<file path="config.mk">
export PLATFORM = sky130hd
export DESIGN_NAME = jss_merge
export DESIGN_NICKNAME = d
export VERILOG_FILES = /design/src/rtl/joint_setpoint_smoother_defines.svh /design/src/rtl/jss_pkg.sv /design/src/rtl/jss_merge.sv
export SDC_FILE = /design/constraint.sdc
export NUM_CORES = 1
export LEC_CHECK = 0
export BUFFER_PORTS_ARGS = -buffer_cell sky130_fd_sc_hd__buf_4
export CAP_MARGIN = 10
export CORE_ASPECT_RATIO = 0.7
export CORE_MARGIN = 4
export CORE_UTILIZATION = 44
export DETAILED_ROUTE_END_ITERATION = 12
export PLACE_DENSITY_LB_ADDON = 0.05
export SYNTH_ARGS = -nofsm -noshare
export SYNTH_HDL_FRONTEND = slang
export SYNTH_SLANG_ARGS = --single-unit
</file>
<file path="constraint.sdc">
create_clock -name clk -period 11.32 [get_ports clk]
set_input_delay 0.566 -clock clk [delete_from_list [all_inputs] [get_ports clk]]
set_output_delay 0.566 -clock clk [all_outputs]
set_load 0.05 [all_outputs]
</file>
<file path="src/rtl/joint_setpoint_smoother_defines.svh">
// Assertion helpers for the smoother RTL.
`ifndef JOINT_SETPOINT_SMOOTHER_DEFINES_SVH
`define JOINT_SETPOINT_SMOOTHER_DEFINES_SVH

// Same-cycle implication.
`define JSS_ASSERT_NOW(label, ante, cons, msg) \
  label: assert property (@(posedge clk) disable iff (!rst_n) (ante) |-> (cons)) \
    else $error(msg);

// Next-cycle implication.
`define JSS_ASSERT_NEXT(label, ante, cons, msg) \
  label: assert property (@(posedge clk) disable iff (!rst_n) (ante) |=> (cons)) \
    else $error(msg);

`endif

</file>
<file path="src/rtl/jss_pkg.sv">
package jss_pkg;

  localparam int JOINTS_DEF      = 6;
  localparam int ANGLE_FRAC_BITS = 24;
  localparam int OUT_JOINTS      = 6;

  // 2pi and the 0.01 rad snap window in angle units
  localparam logic [63:0] TWO_PI_Q =
    (64'd26986075409 + (64'd1 << (31 - ANGLE_FRAC_BITS))) >> (32 - ANGLE_FRAC_BITS);
  localparam logic [63:0] SNAP_Q =
    (64'd42949673 + (64'd1 << (31 - ANGLE_FRAC_BITS))) >> (32 - ANGLE_FRAC_BITS);

  // Wrap by restoring reduction: offset by 2pi << WRAP_SH, then strip multiples
  localparam int          WRAP_SH  = $clog2(((64'd1 << 31) / TWO_PI_Q) + 64'd1);
  localparam logic [63:0] WRAP_OFS = TWO_PI_Q << WRAP_SH;
  localparam int          WRAP_W   = 36;
  localparam int          WRAP_SW  = WRAP_W + 1;

  localparam int ROOT_STEPS = 32;
  localparam int DIV_STEPS  = 32;
  localparam int ACC_W      = 66;

  typedef enum logic [1:0] {
    OP_LOAD  = 2'd0,
    OP_START = 2'd1,
    OP_TICK  = 2'd2,
    OP_NONE  = 2'd3
  } op_t;

  localparam logic [2:0] CFG_GAIN      = 3'd0;
  localparam logic [2:0] CFG_TIME_STEP = 3'd1;
  localparam logic [2:0] CFG_THRESHOLD = 3'd2;
  localparam logic [2:0] CFG_RAMP_RATE = 3'd3;
  localparam logic [2:0] CFG_CRUISE    = 3'd4;

  localparam logic [15:0] GAIN_RST   = 16'd655;
  localparam logic [15:0] TSTEP_RST  = 16'd66;
  localparam logic [30:0] THRESH_RST = 31'd16777;
  localparam logic [15:0] RATE_RST   = 16'd328;
  localparam logic [30:0] CRUISE_RST = 31'd10066330;

  typedef struct packed {
    logic [1:0]         operation;
    logic [2:0]         joint_index;
    logic signed [31:0] target_angle;
    logic               use_second_order;
    logic signed [31:0] measured_joint_0;
    logic signed [31:0] measured_joint_1;
    logic signed [31:0] measured_joint_2;
    logic signed [31:0] measured_joint_3;
    logic signed [31:0] measured_joint_4;
    logic signed [31:0] measured_joint_5;
  } in_word_t;

  typedef struct packed {
    logic signed [31:0] setpoint_0;
    logic signed [31:0] setpoint_1;
    logic signed [31:0] setpoint_2;
    logic signed [31:0] setpoint_3;
    logic signed [31:0] setpoint_4;
    logic signed [31:0] setpoint_5;
    logic               arrived;
  } out_word_t;

  typedef enum logic [4:0] {
    ST_IDLE, ST_INIT, ST_WRAP, ST_SEED, ST_ERRSQ, ST_ERRSUM, ST_CHECK,
    ST_LAG1, ST_LAG2, ST_SPEED, ST_SSTEP, ST_MAG, ST_MAX, ST_MAGSQ,
    ST_MAGSUM, ST_SQRT_INIT, ST_SQRT, ST_DIV_INIT, ST_DIV, ST_MOVE, ST_EMIT
  } state_t;

  typedef enum logic [3:0] {
    LC_IDLE, LC_LOAD, LC_WRAP_INIT, LC_WRAP_STEP, LC_SEED, LC_ERRSQ, LC_LAG1,
    LC_LAG2, LC_MAG, LC_MAGSQ, LC_DIV_INIT, LC_DIV_STEP, LC_MOVE
  } lane_cmd_t;

  typedef enum logic [2:0] {
    MC_IDLE, MC_CLR, MC_SUM, MC_MAX, MC_SQRT_INIT, MC_SQRT_STEP
  } merge_cmd_t;

  typedef struct packed {
    lane_cmd_t          cmd;
    logic [5:0]         step;
    logic [2:0]         ld_idx;
    logic signed [31:0] ld_val;
    logic [15:0]        gain;
    logic [1:0]         k;
    logic               neg_step;
    logic [31:0]        sm;
    logic [31:0]        root;
  } lane_ctl_t;

  typedef struct packed {
    logic [ACC_W-1:0] acc;
    logic [31:0]      root;
  } merge_stat_t;

  function automatic logic signed [31:0] sat32(input logic signed [39:0] v);
    logic signed [31:0] r;
    if (v > 40'sd2147483647) r = 32'sh7FFFFFFF;
    else if (v < -40'sd2147483648) r = 32'sh80000000;
    else r = v[31:0];
    return r;
  endfunction

endpackage

</file>
<file path="src/rtl/jss_merge.sv">
module jss_merge
  import jss_pkg::*;
#(
  parameter int JOINTS = JOINTS_DEF
) (
  input  logic         clk,
  input  logic         rst_n,
  input  merge_cmd_t   cmd,
  input  logic [63:0]  sq   [JOINTS],
  input  logic [32:0]  mag  [JOINTS],
  output merge_stat_t  stat
);

  localparam int IW = (JOINTS > 1) ? $clog2(JOINTS) : 1;

  logic [IW-1:0]    idx_r;
  logic [ACC_W-1:0] acc_r;
  logic [63:0]      x_r, res_r, bit_r;
  logic [63:0]      trial;

  assign trial = res_r + bit_r;

  always_ff @(posedge clk) begin
    if (!rst_n) begin
      idx_r <= '0;
    end else begin
      case (cmd)
        MC_CLR:  idx_r <= '0;
        MC_SUM,
        MC_MAX:  idx_r <= idx_r + 1'b1;
        default: ;
      endcase
    end
  end

  always_ff @(posedge clk) begin
    case (cmd)
      MC_CLR: acc_r <= '0;
      MC_SUM: acc_r <= acc_r + ACC_W'(sq[idx_r]);
      MC_MAX: begin
        if (ACC_W'(mag[idx_r]) > acc_r) acc_r <= ACC_W'(mag[idx_r]);
      end
      MC_SQRT_INIT: begin
        x_r   <= acc_r[63:0];
        res_r <= '0;
        bit_r <= 64'd1 << 62;
      end
      MC_SQRT_STEP: begin
        if (x_r >= trial) begin
          x_r   <= x_r - trial;
          res_r <= (res_r >> 1) + bit_r;
        end else begin
          res_r <= res_r >> 1;
        end
        bit_r <= bit_r >> 2;
      end
      default: ;
    endcase
  end

  assign stat.acc  = acc_r;
  assign stat.root = res_r[31:0];

endmodule

</file>
==> metrics.cfg <==
[outcome]
outcome=finished clean

[timing]
clock.fmax_mhz=149
period_minus_slack_ps=6730
worst_pin_slew_ps=1080
post-route-period-util_pct=59.4
relSlewSlack_pct=27.9
rsz0062_at_grt=no
setup_violations=0
fin_skew_ps=12.4
hold_violations=0
tns_ps=0
slew_viol_final=0

[flow_run]
drv_cap=0

[power]
peakVddDrop_v=0.000103
p_leak_nw=13.8
power_density_mw_per_mm2=107
finalPower_w=0.00354

[clock_tree]
cts_tree=yes
post_cts_buffers=0
clockBufferDepth=3
cts_resized=0
cts_hold_buffers=0
htree_levels=1
numCtsBuffers=28
cts_sinks=229
clkLatencyLatePin_ps=570
root_buffer=clkbuf_16
path_clk_slew_ps=70

[final_layout]
final_cell_area_mm2=0.0332
regArea_mm2=0.00685
drive_gt1_share_pct=24.7
multi_input_area_mm2=0.0187
syn_to_final_growth_pct=24.0
fill_cells=5524
layout.nets=4470
final_util_pct=55.2

[worst_setup_path]
rr_startpoint=res_r[2]
setup.worst_path.end_class=flop
rr_worst_depth=21
worstPathArrival_ps=6920
r2r_setup_slack_ps=4590
cp_data_required_time_ps=11510
worstPathMaxFanout=64
startpoint=res_r[2]
worstSetupStartpointType=flop
critPathKind=reg2reg
r2r-end=x_r[56]

[synthesis]
synth_common_cells=362 x nand2_1, 301 x o21ai_0, 263 x nor2_1, 247 x a21oi_1, 228 x ha_1
synth_fp_nets=3937
synth_top_family_by_area=compound AO/OA/AOI/OAI gates
synthAdderAreaFrac_pct=10.8
ys.flop_type=edfxtp_1
synth_edf_count=226
synth.mux.area_fraction_pct=12.1
synthSimpleGateAreaFrac_pct=16.8
yosys.area.top_type_share_pct=25.4
synthCells=3120
synth_xor_area_share_pct=7.43
syn_area_mm2=0.0268
synth_seq_cells=229
ys_types=92
seq_area_frac_synth_pct=25.6
async_flop_share_pct=0
synthTopCellsByArea=edfxtp_1 25%, ha_1 11%, mux4_2 8.2%
yosys_warnings=0
synth_top_cell_by_area=edfxtp_1
avgSynthCellArea_um2=8.58
synth_compound_gate_area_share_pct=22.7
yosysMostFrequentCell=nand2_1

[grt]
grt_max_degree=112
grt_pass1_vias=26700
grt_util_all_layers_pct=36.8
antenna_found_initial=14
grt_pass1_wl_mm=180
overflow=0

[worst_hold_path]
hold_path_depth=2
min_from=rst_n
hold_class=in2reg
worstHoldEndpoint=idx_r[0]

[floorplan]
start_util_pct=44.6
die-area_mm2=0.0649
core_area_mm2=0.0601
num_io_pins=685
fp.dieW_um=303
fp.dieH_um=214
placementRows=75

[detailed_routing]
ant_nets=0
dr.pass1.iters=6
drtIter0Drc=3400
avgViaCountPerCell=6.33
drcViolationCount=0
routed-via-count=28400
wl_per_cell_um=28.0
postRouteWirelength_mm=126

[placement]
port_buffers=684
hpwl_mm=103
gp_congestion=1.03
placed_cell_area_mm2=0.0322

==> power by group <==
group	switching [W]	internal, W
clock	0.000414	0.000516
combinational	0.000895	0.000632
sequential	0.0000838	0.000993
==> layout by cell type (no fill, tap or decap), drive strengths merged, types with 12 or more instances in the layout <==
cell    instances
clkbuf         33
edfxtp        226
mux2i         105
inv            83
nand2         362
xor2          110
a21oi         249
o21bai         41
a21o           82
and2           25
ha            228
nand4          72
and3           47
nor4           16
nor3           51
nand2b         19
buf           705
a211oi         36
a31o           19
a21boi         20
o21a           29
xnor2         117
o31ai          18
mux4           97
nand3          42
and4           12
a31oi          61
nor2b          29
nor2          263
or3            15
o21ai         312
==> per-layer routing <==
metal / GRT usage [%] / wire length, um
met1: 52.5 / 53400
met2: 55.8 / 54000
met3: 7.36 / 13200
met4: 12.1 / 4910
met5: 0 / 65
==> worst max-delay path: stages, from the launching register on <==
cell and delay [ps]:
edfxtp_1 480, ha_1 380, a31o_2 240, a31oi_2 290, o221ai_2 190, a21o_1 240
a31oi_2 270, o21ai_1 200, a2111oi_1 570, o31ai_1 210, a31oi_1 230, xor2_1 90
ha_1 410, nand2_1 130, or3_1 440, nor3_1 150, o21ai_0 90, a21oi_1 310
o21ai_1 120, buf_4 240, a21boi_4 180, buf_4 740
==> per-stage QoR <==
stage / hold slack (ps) / cells / worst slack [ps]
after CTS: 220 / 4482 / 4700
final: 241 / 4489 / 4590
after global routing: 235 / 4485 / 4150
after detailed placement: 608 / 4430 / 4750
after floorplan: 542 / 3120 / 1370
after global placement: 605 / 4430 / 4890
==> how the worst max path moves through the flow <==
| stage | to | slack, ps |
|---|---|---|
| global route | x_r[56] | 4150 |
| detailed placement | x_r[56] | 4750 |
| finish | x_r[56] | 4590 |
| global placement | x_r[56] | 4890 |
| floorplan | x_r[0] | 1370 |
| CTS | x_r[56] | 4700 |
==> kinds of logic (layout without fill, tap and decap cells) <==
family | Yosys count | after routing
muxes | 203 | 203
and+or+nand+nor | 979 | 979
AOI/OAI and AO/OA | 967 | 967
adders and majority gates | 230 | 230
DFF | 229 | 229
other | 0 | 6
buffers and inverters | 285 | 840
xor gates and xnor gates | 227 | 227
==> sequential cells by signal (all words and copies together), names as in the netlist <==
name / count
acc_r: 66
res_r: 64
idx_r: 3
x_r: 64
bit_r: 32
==> cell type report <==
class	instances	area share, %
Multi-Input combinational cell	2606	56.5
Clock inverter	19	0.513
Timing Repair Buffer	705	16.1
Tap cell	808	3.05
Clock buffer	33	2.23
Antenna cell	6	0.0453
Inverter	83	0.950
Sequential cell	229	20.7
Note: power is estimated with default switching activity, not from simulation.
